File: config.mk
export PLATFORM = sky130hd
export DESIGN_NAME = rgb_to_hsv_converter_unit
export DESIGN_NICKNAME = d
export VERILOG_FILES = /design/src/hdl/rhsv_pkg.sv /design/src/hdl/rgb_to_hsv_converter_unit.sv /design/src/hdl/rhsv_front.sv /design/src/hdl/rhsv_div.sv /design/src/hdl/rhsv_back.sv
export SDC_FILE = /design/constraint.sdc
export NUM_CORES = 2
export LEC_CHECK = 0
export BUFFER_PORTS_ARGS = -buffer_cell sky130_fd_sc_hd__buf_4
export CORE_UTILIZATION = 50
export DETAILED_ROUTE_END_ITERATION = 8
export GPL_TIMING_DRIVEN = 0
export PLACE_DENSITY = 0.66
export SYNTH_ARGS = -nofsm -noshare
export SYNTH_HDL_FRONTEND = slang
export SYNTH_SLANG_ARGS = --single-unit
File: constraint.sdc
create_clock -name clk -period 58.1 [get_ports clk]
set_clock_uncertainty 0.05 [all_clocks]
set_input_delay 11.62 -clock clk [delete_from_list [all_inputs] [get_ports clk]]
set_output_delay 11.62 -clock clk [all_outputs]
set_load 0.01 [all_outputs]
File: src/hdl/rhsv_pkg.sv
// ----------------------------------------------------------------------------
// rhsv_pkg
// Shared widths, constants, sector codes and stage payloads of the
// RGB to HSV converter pipeline.
// ----------------------------------------------------------------------------
package rhsv_pkg;

  localparam int ChanW     = 8;
  localparam int ScW       = 11;
  localparam int PctW      = 7;
  localparam int HueW      = 9;
  localparam int FracW     = 10;
  localparam int SatNumW   = 17;
  localparam int HueNumW   = ScW + FracW;
  localparam int QSatW     = 7;
  localparam int QHueW     = 11;
  localparam int SumW      = 13;
  localparam int DivStages = QHueW;

  localparam logic [SatNumW-1:0] PctScale     = SatNumW'(100);
  localparam logic [ScW-1:0]     GreyLimit    = ScW'(3);
  localparam logic [QSatW-1:0]   LowSatLimit  = QSatW'(3);
  localparam logic [5:0]         DegPerSector = 6'd60;
  localparam logic [SumW-1:0]    OffGreen     = SumW'(2 << 10);
  localparam logic [SumW-1:0]    OffBlue      = SumW'(4 << 10);
  localparam logic [SumW-1:0]    OffRedWrap   = SumW'(6 << 10);

  typedef enum logic [1:0] {
    SEC_RED,
    SEC_GREEN,
    SEC_BLUE
  } sector_t;

  typedef struct packed {
    logic [SatNumW-1:0] sat_rem;
    logic [QSatW-1:0]   sat_q;
    logic [HueNumW-1:0] hue_rem;
    logic [QHueW-1:0]   hue_q;
    logic [ScW-1:0]     mx;
    logic [ScW-1:0]     delta;
    sector_t            sector;
    logic               neg;
    logic               grey;
    logic [PctW-1:0]    val;
  } div_t;

  // floor(c * 1024 / 255) = 4c + floor(4c / 255)
  function automatic logic [ScW-1:0] scale_chan(input logic [ChanW-1:0] c);
    logic [ScW-1:0] base;
    logic [ScW-1:0] corr;
    base = {1'b0, c, 2'b00};
    corr = ScW'(c[7:6]) + ScW'(c == 8'hFF);
    return base + corr;
  endfunction

endpackage

File: src/hdl/rgb_to_hsv_converter_unit.sv
// ----------------------------------------------------------------------------
// rgb_to_hsv_converter_unit
// Streaming 8-bit RGB to integer HSV converter.
// ----------------------------------------------------------------------------
// Accepts one pixel per clock while in_stall is low and returns one HSV item
// per pixel, in order, after 3 stages of scaling and max/min, 11 stages of
// pipelined restoring division (one quotient bit per stage, sized by the
// 11-bit hue quotient), and 2 stages of hue scaling ending in the output
// register. The whole pipeline advances together; out_stall holds every
// stage and is passed back as in_stall only while the output register is
// full. The block keeps no state between pixels.
// ----------------------------------------------------------------------------
module rgb_to_hsv_converter_unit (
  input  logic                         clk,
  input  logic                         rst_n,
  input  logic                         in_valid,
  output logic                         in_stall,
  input  logic [rhsv_pkg::ChanW-1:0]   in_red_in,
  input  logic [rhsv_pkg::ChanW-1:0]   in_green_in,
  input  logic [rhsv_pkg::ChanW-1:0]   in_blue_in,
  output logic                         out_valid,
  input  logic                         out_stall,
  output logic [rhsv_pkg::HueW-1:0]    out_hue_deg,
  output logic [rhsv_pkg::PctW-1:0]    out_sat_pct,
  output logic [rhsv_pkg::PctW-1:0]    out_val_pct
);
  import rhsv_pkg::*;

  logic adv;
  logic dv_valid, dq_valid;
  div_t dv_data, dq_data;

  // advance when the output register is empty or being taken
  assign adv      = !out_valid || !out_stall;
  assign in_stall = !adv;

  rhsv_front u_front (
    .clk      (clk),
    .rst_n    (rst_n),
    .adv      (adv),
    .in_valid (in_valid),
    .in_red   (in_red_in),
    .in_green (in_green_in),
    .in_blue  (in_blue_in),
    .dv_valid (dv_valid),
    .dv_data  (dv_data)
  );

  rhsv_div u_div (
    .clk      (clk),
    .rst_n    (rst_n),
    .adv      (adv),
    .dv_valid (dv_valid),
    .dv_data  (dv_data),
    .dq_valid (dq_valid),
    .dq_data  (dq_data)
  );

  rhsv_back u_back (
    .clk       (clk),
    .rst_n     (rst_n),
    .adv       (adv),
    .dq_valid  (dq_valid),
    .dq_data   (dq_data),
    .out_valid (out_valid),
    .out_hue   (out_hue_deg),
    .out_sat   (out_sat_pct),
    .out_val   (out_val_pct)
  );

endmodule

File: src/hdl/rhsv_front.sv
// ----------------------------------------------------------------------------
// rhsv_front
// Channel scaling, max/min and sector pick, then delta, hue difference
// magnitude, saturation dividend and value. Three register stages.
// ----------------------------------------------------------------------------
module rhsv_front (
  input  logic                           clk,
  input  logic                           rst_n,
  input  logic                           adv,
  input  logic                           in_valid,
  input  logic [rhsv_pkg::ChanW-1:0]     in_red,
  input  logic [rhsv_pkg::ChanW-1:0]     in_green,
  input  logic [rhsv_pkg::ChanW-1:0]     in_blue,
  output logic                           dv_valid,
  output rhsv_pkg::div_t                 dv_data
);
  import rhsv_pkg::*;

  logic           s1_valid_r;
  logic [ScW-1:0] r_r, g_r, b_r;
  logic [ScW-1:0] r_nxt, g_nxt, b_nxt;

  logic           s2_valid_r;
  logic [ScW-1:0] mx_r, mn_r, x_r, y_r;
  logic [ScW-1:0] mx_nxt, mn_nxt, x_nxt, y_nxt;
  sector_t        sector_r, sector_nxt;

  logic           s3_valid_r;
  div_t           dv_r, dv_nxt;

  logic [ScW-1:0]     delta;
  logic [ScW-1:0]     mag;
  logic [SatNumW-1:0] val_prod;

  always_comb begin
    r_nxt = scale_chan(in_red);
    g_nxt = scale_chan(in_green);
    b_nxt = scale_chan(in_blue);
  end

  always_comb begin
    priority if (r_r >= g_r && r_r >= b_r) begin
      sector_nxt = SEC_RED;
      mx_nxt     = r_r;
      x_nxt      = g_r;
      y_nxt      = b_r;
    end else if (g_r >= b_r) begin
      sector_nxt = SEC_GREEN;
      mx_nxt     = g_r;
      x_nxt      = b_r;
      y_nxt      = r_r;
    end else begin
      sector_nxt = SEC_BLUE;
      mx_nxt     = b_r;
      x_nxt      = r_r;
      y_nxt      = g_r;
    end
    mn_nxt = r_r;
    if (g_r < mn_nxt) mn_nxt = g_r;
    if (b_r < mn_nxt) mn_nxt = b_r;
  end

  always_comb begin
    delta    = mx_r - mn_r;
    mag      = (x_r < y_r) ? (y_r - x_r) : (x_r - y_r);
    val_prod = SatNumW'(mx_r) * PctScale;
    dv_nxt.sat_rem = SatNumW'(delta) * PctScale;
    dv_nxt.sat_q   = '0;
    dv_nxt.hue_rem = {mag, FracW'(0)};
    dv_nxt.hue_q   = '0;
    dv_nxt.mx      = mx_r;
    dv_nxt.delta   = delta;
    dv_nxt.sector  = sector_r;
    dv_nxt.neg     = (x_r < y_r);
    dv_nxt.grey    = (delta < GreyLimit);
    dv_nxt.val     = val_prod[SatNumW-1 -: PctW];
  end

  always_ff @(posedge clk) begin
    if (!rst_n) begin
      s1_valid_r <= 1'b0;
      s2_valid_r <= 1'b0;
      s3_valid_r <= 1'b0;
    end else if (adv) begin
      s1_valid_r <= in_valid;
      s2_valid_r <= s1_valid_r;
      s3_valid_r <= s2_valid_r;
    end
  end

  always_ff @(posedge clk) begin
    if (adv) begin
      r_r      <= r_nxt;
      g_r      <= g_nxt;
      b_r      <= b_nxt;
      mx_r     <= mx_nxt;
      mn_r     <= mn_nxt;
      x_r      <= x_nxt;
      y_r      <= y_nxt;
      sector_r <= sector_nxt;
      dv_r     <= dv_nxt;
    end
  end

  assign dv_valid = s3_valid_r;
  assign dv_data  = dv_r;

endmodule

File: src/hdl/rhsv_div.sv
// ----------------------------------------------------------------------------
// rhsv_div
// Pipelined restoring dividers, one quotient bit per stage: hue magnitude
// (11 bits) and saturation (7 bits) run side by side.
// ----------------------------------------------------------------------------
module rhsv_div (
  input  logic           clk,
  input  logic           rst_n,
  input  logic           adv,
  input  logic           dv_valid,
  input  rhsv_pkg::div_t dv_data,
  output logic           dq_valid,
  output rhsv_pkg::div_t dq_data
);
  import rhsv_pkg::*;

  div_t stg_r   [DivStages];
  logic vld_r   [DivStages];

  for (genvar k = 0; k < DivStages; k++) begin : g_stg
    localparam int  HB    = QHueW - 1 - k;
    localparam bit  DoSat = (k < QSatW);
    localparam int  SB    = DoSat ? (QSatW - 1 - k) : 0;

    div_t               cur;
    div_t               stg_nxt;
    logic               cur_vld;
    logic [HueNumW-1:0] hue_trial;
    logic [SatNumW-1:0] sat_trial;

    if (k == 0) begin : g_head
      assign cur     = dv_data;
      assign cur_vld = dv_valid;
    end else begin : g_body
      assign cur     = stg_r[k-1];
      assign cur_vld = vld_r[k-1];
    end

    always_comb begin
      stg_nxt   = cur;
      hue_trial = HueNumW'(cur.delta) << HB;
      sat_trial = SatNumW'(cur.mx) << SB;
      if (cur.hue_rem >= hue_trial) begin
        stg_nxt.hue_rem   = cur.hue_rem - hue_trial;
        stg_nxt.hue_q[HB] = 1'b1;
      end
      if (DoSat && cur.sat_rem >= sat_trial) begin
        stg_nxt.sat_rem   = cur.sat_rem - sat_trial;
        stg_nxt.sat_q[SB] = 1'b1;
      end
    end

    always_ff @(posedge clk) begin
      if (!rst_n) begin
        vld_r[k] <= 1'b0;
      end else if (adv) begin
        vld_r[k] <= cur_vld;
      end
    end

    always_ff @(posedge clk) begin
      if (adv) begin
        stg_r[k] <= stg_nxt;
      end
    end
  end

  assign dq_valid = vld_r[DivStages-1];
  assign dq_data  = stg_r[DivStages-1];

endmodule

File: src/hdl/rhsv_back.sv
// ----------------------------------------------------------------------------
// rhsv_back
// Signed sector sum, degree scaling and grey / low saturation masking.
// Two register stages; the second is the output register.
// ----------------------------------------------------------------------------
module rhsv_back (
  input  logic                        clk,
  input  logic                        rst_n,
  input  logic                        adv,
  input  logic                        dq_valid,
  input  rhsv_pkg::div_t              dq_data,
  output logic                        out_valid,
  output logic [rhsv_pkg::HueW-1:0]   out_hue,
  output logic [rhsv_pkg::PctW-1:0]   out_sat,
  output logic [rhsv_pkg::PctW-1:0]   out_val
);
  import rhsv_pkg::*;

  localparam int ProdW = SumW + 6;

  logic            b1_valid_r;
  logic [SumW-1:0] sum_r, sum_nxt;
  logic            zero_r, zero_nxt;
  logic [PctW-1:0] sat_r, sat_nxt;
  logic [PctW-1:0] val_r;

  logic            out_valid_r;
  logic [HueW-1:0] hue_out_r, hue_out_nxt;
  logic [PctW-1:0] sat_out_r;
  logic [PctW-1:0] val_out_r;

  logic [SumW:0]    qx, sq, off, sum_s;
  logic [ProdW-1:0] deg_prod;

  always_comb begin
    qx = (SumW+1)'(dq_data.hue_q);
    sq = dq_data.neg ? ((SumW+1)'(0) - qx) : qx;
    unique case (dq_data.sector)
      SEC_RED:   off = (SumW+1)'(dq_data.neg ? OffRedWrap : '0);
      SEC_GREEN: off = (SumW+1)'(OffGreen);
      SEC_BLUE:  off = (SumW+1)'(OffBlue);
      default:   off = '0;
    endcase
    sum_s    = sq + off;
    sum_nxt  = sum_s[SumW] ? '0 : sum_s[SumW-1:0];
    zero_nxt = dq_data.grey || (dq_data.sat_q < LowSatLimit);
    sat_nxt  = dq_data.grey ? '0 : dq_data.sat_q;
  end

  always_comb begin
    deg_prod    = ProdW'(sum_r) * ProdW'(DegPerSector);
    hue_out_nxt = zero_r ? '0 : deg_prod[ProdW-1 -: HueW];
  end

  always_ff @(posedge clk) begin
    if (!rst_n) begin
      b1_valid_r  <= 1'b0;
      out_valid_r <= 1'b0;
    end else if (adv) begin
      b1_valid_r  <= dq_valid;
      out_valid_r <= b1_valid_r;
    end
  end

  always_ff @(posedge clk) begin
    if (adv) begin
      sum_r     <= sum_nxt;
      zero_r    <= zero_nxt;
      sat_r     <= sat_nxt;
      val_r     <= dq_data.val;
      hue_out_r <= hue_out_nxt;
      sat_out_r <= sat_r;
      val_out_r <= val_r;
    end
  end

  assign out_valid = out_valid_r;
  assign out_hue   = hue_out_r;
  assign out_sat   = sat_out_r;
  assign out_val   = val_out_r;

endmodule
==> impl_metrics.env <==
export IMPL_root_buffer="clkbuf_16"
export IMPL_status="finished clean"
export IMPL_max_stage_delay_ps=260
export IMPL_multi_input_area_mm2=0.0174
export IMPL_cp_data_arrival_time_ps=12400
export IMPL_synth_warnings=0
export IMPL_start_util_pct=50.7
export IMPL_dpl_cell_area_mm2=0.0471
export IMPL_numPortBuffers=52
export IMPL_setup_viol=0
export IMPL_ant_nets=0
export IMPL_path_clk_slew_ps=60
export IMPL_hold_slack_ps=357
export IMPL_die_w_um=302
export IMPL_gp_congestion=0.886
export IMPL_setup_tns_final_ps=0
export IMPL_end_kind="output port"
export IMPL_clockBufferDepth=3
export IMPL_grt_setup_unrepaired="no"
export IMPL_core_area_mm2=0.0886
export IMPL_synth_cells=3547
export IMPL_period_share_pct=41.4
export IMPL_synth_cell_types=89
export IMPL_peakVddDrop_uv=30.3
export IMPL_drt_iter0_drc=1113
export IMPL_reg2reg_depth=19
export IMPL_slew_violations=0
export IMPL_dr_pass1_iters=7
export IMPL_cts_resized=0
export IMPL_reg2reg_slack_ps=53040
export IMPL_crit_reg2reg_launch="u_front.mx_r[2]$_DFFE_PN_"
export IMPL_htree_levels=3
export IMPL_grtUsageTotal_pct=17.2
export IMPL_powerDensity_mw_per_mm2=64.1
export IMPL_drt_wl_total_um=77500
export IMPL_yosysSeqAreaShare_pct=57.2
export IMPL_grt_pass1_wl_um=126000
export IMPL_grt_ovfl_total=0
export IMPL_layout_min_cycle_time_ps=24070
export IMPL_whs_path_depth=0
export IMPL_drc=0
export IMPL_synthArstFlopShare_pct=0
export IMPL_slew_headroom_pct=56.6
export IMPL_largest_reg_flops=656
export IMPL_crit_slowest_cell="clkinv_1"
export IMPL_vias=25900
export IMPL_grt_max_degree=75
export IMPL_leakagePower_nw=21.1
export IMPL_final_hold_viol_count=0
export IMPL_dieHeight_um=302
export IMPL_finalInstanceArea_mm2=0.0502
export IMPL_cp_endpoint="in_stall"
export IMPL_fillers=7323
export IMPL_wl_per_cell_um=15.7
export IMPL_pre_cts_ws_ps=34040
export IMPL_cts_tree="yes"
export IMPL_cts_buffers=90
export IMPL_crit_start="out_stall"
export IMPL_layout_common_cells="edfxtp_1, inv_1, ha_1"
export IMPL_routed_via_density=5.25
export IMPL_cts_hold_buf=0
export IMPL_hold_class="reg2reg"
export IMPL_top_register="u_div.stg_r"
export IMPL_required_ps=46430
export IMPL_fmax_mhz=41.5
export IMPL_rows=109
export IMPL_cp_start_kind="input port"
export IMPL_ioPinCount=53
export IMPL_cts_num_sinks=858
export IMPL_grt_pass1_vias=26100
export IMPL_worst_slew_pin_slew_ps=646
export IMPL_cp_max_fo=8
export IMPL_cpMostUsedCell="buf_4"
export IMPL_drive_gt1_share_pct=9.05
export IMPL_synth_nets=4005
export IMPL_die_area_mm2=0.0910
export IMPL_total_power_mw=3.21
export IMPL_ys_ff_latch=858
export IMPL_post_dp_hpwl_um=58500
export IMPL_worstSetupPathType="in2out"
export IMPL_max_cap_violations=0
export IMPL_area_delta_synth_final_pct=11.7
export IMPL_antenna_found_initial=1
export IMPL_synth_ff_type="edfxtp_1"
export IMPL_synth_area_mm2=0.0449
export IMPL_syn_avg_cell_area_um2=12.7
export IMPL_post_cts_repair_setup_buffers=0
export IMPL_r2r_end="u_front.dv_data[87]$_DFFE_PN_"
export IMPL_layout_commonest_cell="edfxtp_1"
export IMPL_path_cells="buf_4 -> nand2_1 -> clkinv_1 -> buf_4"
export IMPL_seq_area_mm2=0.0257
export IMPL_layout_nets=4162
export IMPL_insertion_delay_ps=650
export IMPL_synth_edf_count=852
export IMPL_setup_slack_ps=34030
export IMPL_diodes=0
==> through the flow <==
stage,cells,util [%]
2_1_floorplan,3547,-
3_3_place_gp,4764,52.8
3_5_place_dp,4777,53.2
4_1_cts,4944,56.6
5_1_grt,4944,56.6
6_report,4944,56.6
==> cell families (layout without fill, tap and decap cells) <==
family,count (synthesis),after routing,share of synthesized area (%)
adder cells (fa/ha/maj),430,430,12.8
AND/OR/NAND/NOR,782,782,8.55
buffers and inverters,446,678,3.97
AO/OA/AOI/OAI,633,633,9.02
XOR/XNOR,242,242,4.72
multiplexers,156,156,3.67
flip-flops,858,858,57.2
==> Yosys cell counts (12+ instances only) <==
master / instances / share of area, %
nand2b_1: 53 / 0.74
nor4_1: 26 / 0.36
nand4_1: 29 / 0.40
nor3_1: 69 / 0.77
a21o_1: 67 / 1.1
nor2b_1: 63 / 0.88
a211oi_1: 14 / 0.23
ha_1: 378 / 11
mux2_2: 63 / 1.6
or3_1: 15 / 0.21
a31oi_1: 18 / 0.25
xnor2_1: 121 / 2.4
a21oi_1: 180 / 2.0
a21boi_0: 13 / 0.22
o21ai_0: 154 / 1.7
and3_1: 28 / 0.39
xor2_1: 121 / 2.4
inv_1: 388 / 3.2
mux2i_1: 91 / 2.0
o21a_1: 39 / 0.65
nor2_1: 215 / 1.8
edfxtp_1: 852 / 57
buf_2: 18 / 0.20
o21bai_1: 12 / 0.20
nand3_1: 60 / 0.67
o31ai_1: 25 / 0.42
fa_1: 52 / 2.3
nand2_1: 175 / 1.5
clkbuf_1: 19 / 0.16
==> worst min path at each step <==
stage / start / endpoint / slack, ps
after global routing: u_div.stg_r[3][6]$_DFFE_PN_ / u_div.stg_r[4][6]$_DFFE_PN_ / 360
after detailed placement: u_back.sat_r[4]$_SDFFCE_PP0N_ / u_back.out_sat[4]$_DFFE_PN_ / 350
final: u_div.stg_r[2][7]$_DFFE_PN_ / u_div.stg_r[3][7]$_DFFE_PN_ / 360
after floorplan: u_back.sat_r[0]$_SDFFCE_PP0N_ / u_back.out_sat[0]$_DFFE_PN_ / 350
after CTS: u_div.stg_r[2][7]$_DFFE_PN_ / u_div.stg_r[3][7]$_DFFE_PN_ / 350
after global placement: u_div.stg_r[1][4]$_DFFE_PN_ / u_div.stg_r[2][4]$_DFFE_PN_ / 350
==> power breakdown <==
group,switching [mW],internal (mW)
logic,0.778,0.664
registers,0.129,1.06
clock network,0.235,0.347
==> cell type report <==
class / instances / area share [%]
multi-input cells: 2243 / 34.7
plain buffers: 54 / 0.621
clock buffers: 103 / 4.63
clock inverters: 64 / 1.42
inverters: 392 / 2.94
repair buffers: 65 / 1.49
flip-flops and latches: 858 / 51.2
well taps: 1165 / 2.91
==> routing by layer <==
metal,share of wire (%),wire [µm],GRT usage [%],up-vias
li1,-,-,-,13200
met1,39,30500,18.1,12200
met2,54,42100,33.6,308
met3,2.7,2080,2.80,175
met4,3.8,2930,7.23,0
met5,0,0,0,-
==> critical path, delay by kind of cell <==
kind	cells	cell delay [ps]
and+or+nand+nor	1	200
buffers and inverters	3	570
(Power assumes the default switching activity.)
